## src/hw/rtl/klg_pkg.sv

```systemverilog
// ----------------------------------------------------------------------------
// klg_pkg
// shared word types and language codes for the keyword language guesser
// ----------------------------------------------------------------------------
package klg_pkg;

    localparam int FLAG_BITS     = 5;
    localparam int LANG_BITS     = 3;
    localparam int TOTAL_BITS    = 32;
    localparam int PERCENT_BITS  = 7;
    localparam int PERCENT_SCALE = 100;

    localparam logic [PERCENT_BITS-1:0] ACCENT_RESET = 7'd10;

    localparam logic [LANG_BITS-1:0] LANG_EN  = 3'd0;
    localparam logic [LANG_BITS-1:0] LANG_ES  = 3'd1;
    localparam logic [LANG_BITS-1:0] LANG_FR  = 3'd2;
    localparam logic [LANG_BITS-1:0] LANG_DE  = 3'd3;
    localparam logic [LANG_BITS-1:0] LANG_IT  = 3'd4;
    localparam logic [LANG_BITS-1:0] LANG_PT  = 3'd5;
    localparam logic [LANG_BITS-1:0] LANG_MUL = 3'd6;

    typedef struct packed {
        logic [7:0] text_byte;
        logic       last_byte;
    } text_word_t;

    typedef struct packed {
        logic [LANG_BITS-1:0]  language;
        logic [TOTAL_BITS-1:0] non_ascii_total;
        logic [TOTAL_BITS-1:0] byte_total;
    } result_word_t;

endpackage

```

## src/hw/rtl/keyword_language_guesser.sv

```systemverilog
// ----------------------------------------------------------------------------
// keyword_language_guesser
// result path: last byte taken -> summary register -> product register -> result register
// throughput: one byte per cycle while text_stall is low, set by the window and counter update
// the window, found flags and counters update in the cycle a byte is taken
// reset: asynchronous active low; clears window, flags, counters and valids,
// accent_percent returns to 10
// ----------------------------------------------------------------------------
module keyword_language_guesser #(
    parameter int COUNT_BITS = 32
) (
    input  logic                              clk,
    input  logic                              rst_n,
    input  logic                              text_valid,
    output logic                              text_stall,
    input  klg_pkg::text_word_t               text,
    output logic                              result_valid,
    input  logic                              result_stall,
    output klg_pkg::result_word_t             result,
    input  logic                              accent_we,
    input  logic [klg_pkg::PERCENT_BITS-1:0]  accent_data
);
    import klg_pkg::*;

    logic [PERCENT_BITS-1:0] accent_percent_reg;
    logic                    take;
    logic                    drain;
    logic                    decide_ready;
    logic                    summary_valid;
    logic [FLAG_BITS-1:0]    summary_flags;
    logic [COUNT_BITS-1:0]   summary_accent;
    logic [COUNT_BITS-1:0]   summary_length;

    always_ff @(posedge clk or negedge rst_n)
    begin
        if (!rst_n)
        begin
            accent_percent_reg <= ACCENT_RESET;
        end
        else if (accent_we)
        begin
            accent_percent_reg <= accent_data;
        end
    end

    assign text_stall = summary_valid && !decide_ready;
    assign take       = text_valid && !text_stall;
    assign drain      = summary_valid && decide_ready;

    klg_scan #(
        .COUNT_BITS (COUNT_BITS)
    ) u_scan (
        .clk            (clk),
        .rst_n          (rst_n),
        .take           (take),
        .word           (text),
        .drain          (drain),
        .summary_valid  (summary_valid),
        .summary_flags  (summary_flags),
        .summary_accent (summary_accent),
        .summary_length (summary_length)
    );

    klg_decide #(
        .COUNT_BITS (COUNT_BITS)
    ) u_decide (
        .clk            (clk),
        .rst_n          (rst_n),
        .accent_percent (accent_percent_reg),
        .summary_valid  (summary_valid),
        .summary_flags  (summary_flags),
        .summary_accent (summary_accent),
        .summary_length (summary_length),
        .ready          (decide_ready),
        .result_valid   (result_valid),
        .result_stall   (result_stall),
        .result         (result)
    );

    a_summary_after_last: assert property (@(posedge clk) disable iff (!rst_n)
        take && text.last_byte |=> summary_valid)
        else $error("last byte taken without a text summary");

    a_accent_within_length: assert property (@(posedge clk) disable iff (!rst_n)
        result_valid && (COUNT_BITS <= TOTAL_BITS)
        |-> result.non_ascii_total <= result.byte_total)
        else $error("non-ascii count exceeds byte count");

    a_text_not_empty: assert property (@(posedge clk) disable iff (!rst_n)
        result_valid && (COUNT_BITS <= TOTAL_BITS) |-> result.byte_total != '0)
        else $error("result for an empty text");

    a_mul_only_on_accent: assert property (@(posedge clk) disable iff (!rst_n)
        result_valid && result.language == LANG_MUL && (COUNT_BITS <= TOTAL_BITS)
        |-> result.non_ascii_total != '0)
        else $error("mul reported with no non-ascii bytes");

endmodule

```

## src/hw/rtl/klg_scan.sv

```systemverilog
// ----------------------------------------------------------------------------
// klg_scan
// case folding, six-byte keyword window, found flags and saturating counters;
// captures a text summary on the last byte
// ----------------------------------------------------------------------------
module klg_scan #(
    parameter int COUNT_BITS = 32
) (
    input  logic                            clk,
    input  logic                            rst_n,
    input  logic                            take,
    input  klg_pkg::text_word_t             word,
    input  logic                            drain,
    output logic                            summary_valid,
    output logic [klg_pkg::FLAG_BITS-1:0]   summary_flags,
    output logic [COUNT_BITS-1:0]           summary_accent,
    output logic [COUNT_BITS-1:0]           summary_length
);
    import klg_pkg::*;

    function automatic logic [FLAG_BITS-1:0] keyword_hits(input logic [47:0] w);
        logic [FLAG_BITS-1:0] f;
        f = '0;
        // spanish
        f[0] = (w[31:0] == " el ") || (w[31:0] == " la ") || (w[31:0] == " de ")
            || (w[39:0] == " que ") || (w[31:0] == " es ") || (w[39:0] == " con ");
        // french
        f[1] = (w[31:0] == " le ") || (w[31:0] == " la ") || (w[31:0] == " et ")
            || (w[31:0] == " ce ") || (w[39:0] == " qui ") || (w[47:0] == " avec ");
        // german
        f[2] = (w[39:0] == " und ") || (w[39:0] == " der ") || (w[39:0] == " die ")
            || (w[39:0] == " das ") || (w[39:0] == " mit ") || (w[39:0] == " ist ");
        // italian
        f[3] = (w[31:0] == " il ") || (w[39:0] == " che ") || (w[39:0] == " con ")
            || (w[39:0] == " per ") || (w[47:0] == " sono ");
        // portuguese
        f[4] = (w[23:0] == " o ") || (w[23:0] == " a ") || (w[39:0] == " que ")
            || (w[47:0] == " para ") || (w[39:0] == " com ");
        return f;
    endfunction

    logic [39:0]            recent_reg;
    logic [FLAG_BITS-1:0]   flags_reg;
    logic [COUNT_BITS-1:0]  length_reg;
    logic [COUNT_BITS-1:0]  accent_reg;
    logic                   summary_valid_reg;
    logic [FLAG_BITS-1:0]   summary_flags_reg;
    logic [COUNT_BITS-1:0]  summary_accent_reg;
    logic [COUNT_BITS-1:0]  summary_length_reg;

    logic [7:0]             folded;
    logic [47:0]            window;
    logic [FLAG_BITS-1:0]   flags_next;
    logic [COUNT_BITS-1:0]  length_next;
    logic [COUNT_BITS-1:0]  accent_next;

    always_comb
    begin
        // ascii upper case to lower case
        if (word.text_byte >= 8'h41 && word.text_byte <= 8'h5a)
        begin
            folded = word.text_byte + 8'h20;
        end
        else
        begin
            folded = word.text_byte;
        end
        window      = {recent_reg, folded};
        flags_next  = flags_reg | keyword_hits(window);
        length_next = (&length_reg) ? length_reg : length_reg + 1'b1;
        if (word.text_byte[7] && !(&accent_reg))
        begin
            accent_next = accent_reg + 1'b1;
        end
        else
        begin
            accent_next = accent_reg;
        end
    end

    always_ff @(posedge clk or negedge rst_n)
    begin
        if (!rst_n)
        begin
            recent_reg <= '0;
            flags_reg  <= '0;
            length_reg <= '0;
            accent_reg <= '0;
        end
        else if (take)
        begin
            if (word.last_byte)
            begin
                recent_reg <= '0;
                flags_reg  <= '0;
                length_reg <= '0;
                accent_reg <= '0;
            end
            else
            begin
                recent_reg <= window[39:0];
                flags_reg  <= flags_next;
                length_reg <= length_next;
                accent_reg <= accent_next;
            end
        end
    end

    always_ff @(posedge clk or negedge rst_n)
    begin
        if (!rst_n)
        begin
            summary_valid_reg <= 1'b0;
        end
        else if (take && word.last_byte)
        begin
            summary_valid_reg <= 1'b1;
        end
        else if (drain)
        begin
            summary_valid_reg <= 1'b0;
        end
    end

    always_ff @(posedge clk)
    begin
        if (take && word.last_byte)
        begin
            summary_flags_reg  <= flags_next;
            summary_accent_reg <= accent_next;
            summary_length_reg <= length_next;
        end
    end

    assign summary_valid  = summary_valid_reg;
    assign summary_flags  = summary_flags_reg;
    assign summary_accent = summary_accent_reg;
    assign summary_length = summary_length_reg;

endmodule

```

## src/hw/rtl/klg_decide.sv

```systemverilog
// ----------------------------------------------------------------------------
// klg_decide
// priority pick of the found language, accent ratio products and the
// result register
// ----------------------------------------------------------------------------
module klg_decide #(
    parameter int COUNT_BITS = 32
) (
    input  logic                              clk,
    input  logic                              rst_n,
    input  logic [klg_pkg::PERCENT_BITS-1:0]  accent_percent,
    input  logic                              summary_valid,
    input  logic [klg_pkg::FLAG_BITS-1:0]     summary_flags,
    input  logic [COUNT_BITS-1:0]             summary_accent,
    input  logic [COUNT_BITS-1:0]             summary_length,
    output logic                              ready,
    output logic                              result_valid,
    input  logic                              result_stall,
    output klg_pkg::result_word_t             result
);
    import klg_pkg::*;

    localparam int PROD_BITS = COUNT_BITS + PERCENT_BITS;

    logic                   prod_valid_reg;
    logic [PROD_BITS-1:0]   accent_prod_reg;
    logic [PROD_BITS-1:0]   length_prod_reg;
    logic                   found_reg;
    logic [LANG_BITS-1:0]   pick_reg;
    logic [TOTAL_BITS-1:0]  non_ascii_reg;
    logic [TOTAL_BITS-1:0]  bytes_reg;
    logic                   result_valid_reg;
    result_word_t           result_reg;

    logic [LANG_BITS-1:0]   pick_next;
    logic [LANG_BITS-1:0]   language_next;
    logic                   out_ready;
    logic                   prod_ready;

    always_comb
    begin
        // lowest flag bit has highest priority
        pick_next = LANG_EN;
        for (int i = FLAG_BITS - 1; i >= 0; i--)
        begin
            if (summary_flags[i])
            begin
                pick_next = LANG_BITS'(i + 1);
            end
        end
    end

    always_comb
    begin
        if (found_reg)
        begin
            language_next = pick_reg;
        end
        else if (accent_prod_reg > length_prod_reg)
        begin
            language_next = LANG_MUL;
        end
        else
        begin
            language_next = LANG_EN;
        end
    end

    assign out_ready  = !result_valid_reg || !result_stall;
    assign prod_ready = !prod_valid_reg || out_ready;

    always_ff @(posedge clk or negedge rst_n)
    begin
        if (!rst_n)
        begin
            prod_valid_reg   <= 1'b0;
            result_valid_reg <= 1'b0;
        end
        else
        begin
            if (prod_ready)
            begin
                prod_valid_reg <= summary_valid;
            end
            if (out_ready)
            begin
                result_valid_reg <= prod_valid_reg;
            end
        end
    end

    always_ff @(posedge clk)
    begin
        if (summary_valid && prod_ready)
        begin
            accent_prod_reg <= PROD_BITS'(summary_accent) * PROD_BITS'(PERCENT_SCALE);
            length_prod_reg <= PROD_BITS'(summary_length) * PROD_BITS'(accent_percent);
            found_reg       <= |summary_flags;
            pick_reg        <= pick_next;
            non_ascii_reg   <= TOTAL_BITS'(summary_accent);
            bytes_reg       <= TOTAL_BITS'(summary_length);
        end
        if (prod_valid_reg && out_ready)
        begin
            result_reg.language        <= language_next;
            result_reg.non_ascii_total <= non_ascii_reg;
            result_reg.byte_total      <= bytes_reg;
        end
    end

    assign ready        = prod_ready;
    assign result_valid = result_valid_reg;
    assign result       = result_reg;

endmodule
```

## config.mk

```make
export PLATFORM = sky130hd
export DESIGN_NAME = keyword_language_guesser
export DESIGN_NICKNAME = d
export VERILOG_FILES = /design/src/hw/rtl/klg_pkg.sv /design/src/hw/rtl/keyword_language_guesser.sv /design/src/hw/rtl/klg_scan.sv /design/src/hw/rtl/klg_decide.sv
export SDC_FILE = /design/constraint.sdc
export NUM_CORES = 1
export LEC_CHECK = 0
export BUFFER_PORTS_ARGS = -buffer_cell sky130_fd_sc_hd__buf_2
export CAP_MARGIN = 20
export CORE_ASPECT_RATIO = 1.4
export CORE_MARGIN = 8
export CORE_UTILIZATION = 24
export DETAILED_ROUTE_END_ITERATION = 7
export PLACE_DENSITY_LB_ADDON = 0.3
export SKIP_CTS_REPAIR_TIMING = 1
export SLEW_MARGIN = 10
export SYNTH_ARGS = -nofsm -noshare
export SYNTH_HDL_FRONTEND = slang
export SYNTH_SLANG_ARGS = --single-unit
```

## constraint.sdc

```tcl
create_clock -name clk -period 7.8 [get_ports clk]
set_clock_uncertainty 0.1 [all_clocks]
set_input_delay 1.56 -clock clk [delete_from_list [all_inputs] [get_ports clk]]
set_output_delay 1.56 -clock clk [all_outputs]
set_load 0.02 [all_outputs]
```

==> metrics.md <==
| Metric | Value |
|---|---|
| Status | `completed` |
| Reg2Reg Launch Point | `accent_percent_reg[4]` |
| Slew Viols, Final | `0` |
| Layout Nets | `2939` |
| RSZ-0062 raised after global routing | `no` |
| Worst-skew pair later-pin latency | `610 ps` |
| FMAX | `153 MHz` |
| Register area share after synthesis | `0.424` |
| Width of the die | `298 um` |
| Row count | `144` |
| Gpl congestion | `0.813` |
| Max reg flops | `67` |
| Final period util | `0.841` |
| Final cell count without fillers | `4041` |
| Wire length of the first global-routing pass | `106 mm` |
| Share of layout cells above drive strength 1 | `0.0883` |
| Root buf cell | `clkbuf_16` |
| Pre-CTS setup slack | `1320 ps` |
| Setup violations, final | `0` |
| Synthesized area per cell | `10.8 um2` |
| Worst setup path endpoint | `u_decide.length_prod_reg[37]` |
| Initial Utilization | `0.242` |
| Initial antenna violation count | `3` |
| Largest net degree at the start of global routing | `89` |
| Total CTS buffers | `45` |
| Commonest non-fill, non-tap cell in the layout | `inv_1` |
| Inserted Diodes | `0` |
| Core Region | `110000 um2` |
| TritonCTS clock tree | `built` |
| #FFs+latches synth | `396` |
| Max-cap violation count | `0` |
| Worst R2R Setup Slack | `1240 ps` |
| Area growth from synthesis to layout | `14.2%` |
| Mapped Area | `26600 um2` |
| Worst-margin pin slew | `1070 ps` |
| Final worst setup slack | `1240 ps` |
| DR vias | `17900` |
| Via/cell ratio | `4.44` |
| Post-layout util | `0.276` |
| CTS sink count | `396` |
| DR iter-0 viols | `952` |
| Yosys cell types | `77` |
| DR WL/cell | `16.5 um` |
| Hold Slack | `316 ps` |
| Async set-reset flop share out of synthesis | `0.301` |
| Hold Crit Class | `flip-flop to flip-flop` |
| Global route overflow | `0` |
| Synth Flop Type | `edfxtp_1` |
| Critical path type | `flip-flop to flip-flop` |
| Critical path required time | `8160 ps` |
| IO buf count | `89` |
| Critical path arrival | `6920 ps` |
| CP max FO | `33` |
| Post-DP HPWL | `48.4 mm` |
| R2R cell count | `17` |
| Drt drc | `0` |
| Post-route ant nets | `0` |
| Cells after Synth | `2463` |
| Peak supply drop | `0.162 mV` |
| Endpoint class of the critical path | `flip-flop` |
| FILL cells | `11500` |
| Top Ports | `90` |
| Worst setup SP type | `flip-flop` |
| Post-synth EDFFs | `277` |
| Slew HR | `0.284` |
| Post-placement cell count | `3954` |
| Gr usage total | `0.109` |
| Setup TNS | `0 ps` |
| DRT Pass-1 Iters | `8` |
| Vias in the first global route | `18800` |
| Final min period | `6560 ps` |
| Die area | `122000 um2` |
| Post-Syn Nets | `2857` |
| Warnings from Yosys | `0` |
| Setup crit start | `accent_percent_reg[4]` |
| Die H | `410 um` |
| Most frequent cells in the layout | `inv_1, edfxtp_1, nand2_1` |
| Reg-to-reg critical path endpoint | `u_decide.length_prod_reg[37]` |
| H-tree Lvls | `2` |
| Endpoints failing hold | `0` |
| CTS max path bufs | `3` |
| Reg clk slew, reported paths | `70 ps` |
| Pwr dens | `268 nW/um2` |
| Lkg Pwr | `13.5 nW` |
| Total routed wirelength | `66.6 mm` |
==> worst min-delay path by stage <==
| stage | slack (ps) | start | cells past startpoint | endpoint |
|---|---|---|---|---|
| after floorplan | 300 | u_decide.bytes_reg[0] | 0 | u_decide.result[0] |
| after global placement | 300 | u_decide.bytes_reg[0] | 0 | u_decide.result[0] |
| after detailed placement | 300 | u_decide.bytes_reg[18] | 0 | u_decide.result[18] |
| after CTS | 320 | u_decide.bytes_reg[8] | 0 | u_decide.result[8] |
| after global routing | 320 | u_decide.bytes_reg[20] | 0 | u_decide.result[20] |
| final | 320 | u_decide.bytes_reg[8] | 0 | u_decide.result[8] |
==> synthesized netlist by cell type (15+ instances only) <==
| master | n | area share |
|---|---|---|
| nand2b_1 | 15 | 0.0035 |
| a21oi_1 | 76 | 0.014 |
| ha_1 | 197 | 0.093 |
| nand3_1 | 46 | 0.0086 |
| nor2b_1 | 16 | 0.0038 |
| o21bai_1 | 16 | 0.0045 |
| nand3b_1 | 40 | 0.011 |
| nand4_1 | 23 | 0.0054 |
| xnor2_1 | 72 | 0.024 |
| and3_1 | 33 | 0.0077 |
| nor3_1 | 29 | 0.0054 |
| o31ai_1 | 28 | 0.0079 |
| nor2_1 | 75 | 0.011 |
| a21o_1 | 44 | 0.012 |
| a22o_1 | 18 | 0.0059 |
| fa_1 | 176 | 0.13 |
| dfrtp_1 | 117 | 0.11 |
| inv_1 | 309 | 0.044 |
| o21ai_0 | 121 | 0.023 |
| and2_1 | 178 | 0.042 |
| nand2_1 | 256 | 0.036 |
| edfxtp_1 | 277 | 0.31 |
| clkbuf_1 | 66 | 0.0093 |
| xor2_1 | 49 | 0.016 |
==> per-layer routing <==
metal | up-vias | track usage | share of wire | wire [um]
li1 | 8598 | - | - | -
met1 | 8953 | 0.127 | 0.41 | 27400
met2 | 287 | 0.204 | 0.53 | 35100
met3 | 92 | 0.0138 | 0.031 | 2040
met4 | 2 | 0.0359 | 0.030 | 1970
met5 | - | 0 | 0.00020 | 13
==> cells by family after synthesis <==
kind of cell / count (synthesis) / share of synthesized area
multiplexers: 11 / 0.00456
XOR/XNOR: 121 / 0.0398
flip-flops: 396 / 0.424
AND/OR/NAND/NOR: 790 / 0.159
adder cells (fa/ha/maj): 373 / 0.225
AO/OA/AOI/OAI: 389 / 0.0940
buffers and inverters: 383 / 0.0542
==> worst max-delay path, stage by stage (launching register included) <==
cell,delay (ps)
dfrtp_1,1050
and2_1,260
fa_1,440
fa_1,530
fa_1,550
inv_1,50
fa_1,520
inv_1,40
ha_1,380
nand4_1,260
nor4_1,320
nand3_1,150
nand4_1,240
nand3_1,170
a311oi_1,470
nor3_1,140
or4b_2,650
nand3_1,100
==> power by group <==
| group | leakage [nW] | switching [mW] | total, mW | internal (mW) |
|---|---|---|---|---|
| combinational | 8.46 | 1.88 | 3.20 | 1.32 |
| clock | 0.737 | 0.957 | 2.24 | 1.28 |
| sequential | 4.26 | 0.122 | 2.72 | 2.59 |
| total | 13.5 | 2.96 | 8.15 | 5.19 |
==> final cells by class <==
type                    instances  area, um2  share of cell area
clock inverters                33        394              0.0130
well taps                    1460       1830              0.0601
repair buffers                109        662              0.0218
inverters                     309       1160              0.0381
clock buffers                  50       1140              0.0376
multi-input cells            1684      13900               0.458
flip-flops and latches        396      11300               0.371
==> through the flow <==
step / area (um2) / power, mW
floorplan: 26600 / 5.14
global placement: 28800 / 6.01
detailed placement: 28800 / 6.02
CTS: 30300 / 8.33
global route: 30400 / 8.83
finish: 30400 / 8.15
Power figures use the tool's default switching activity.
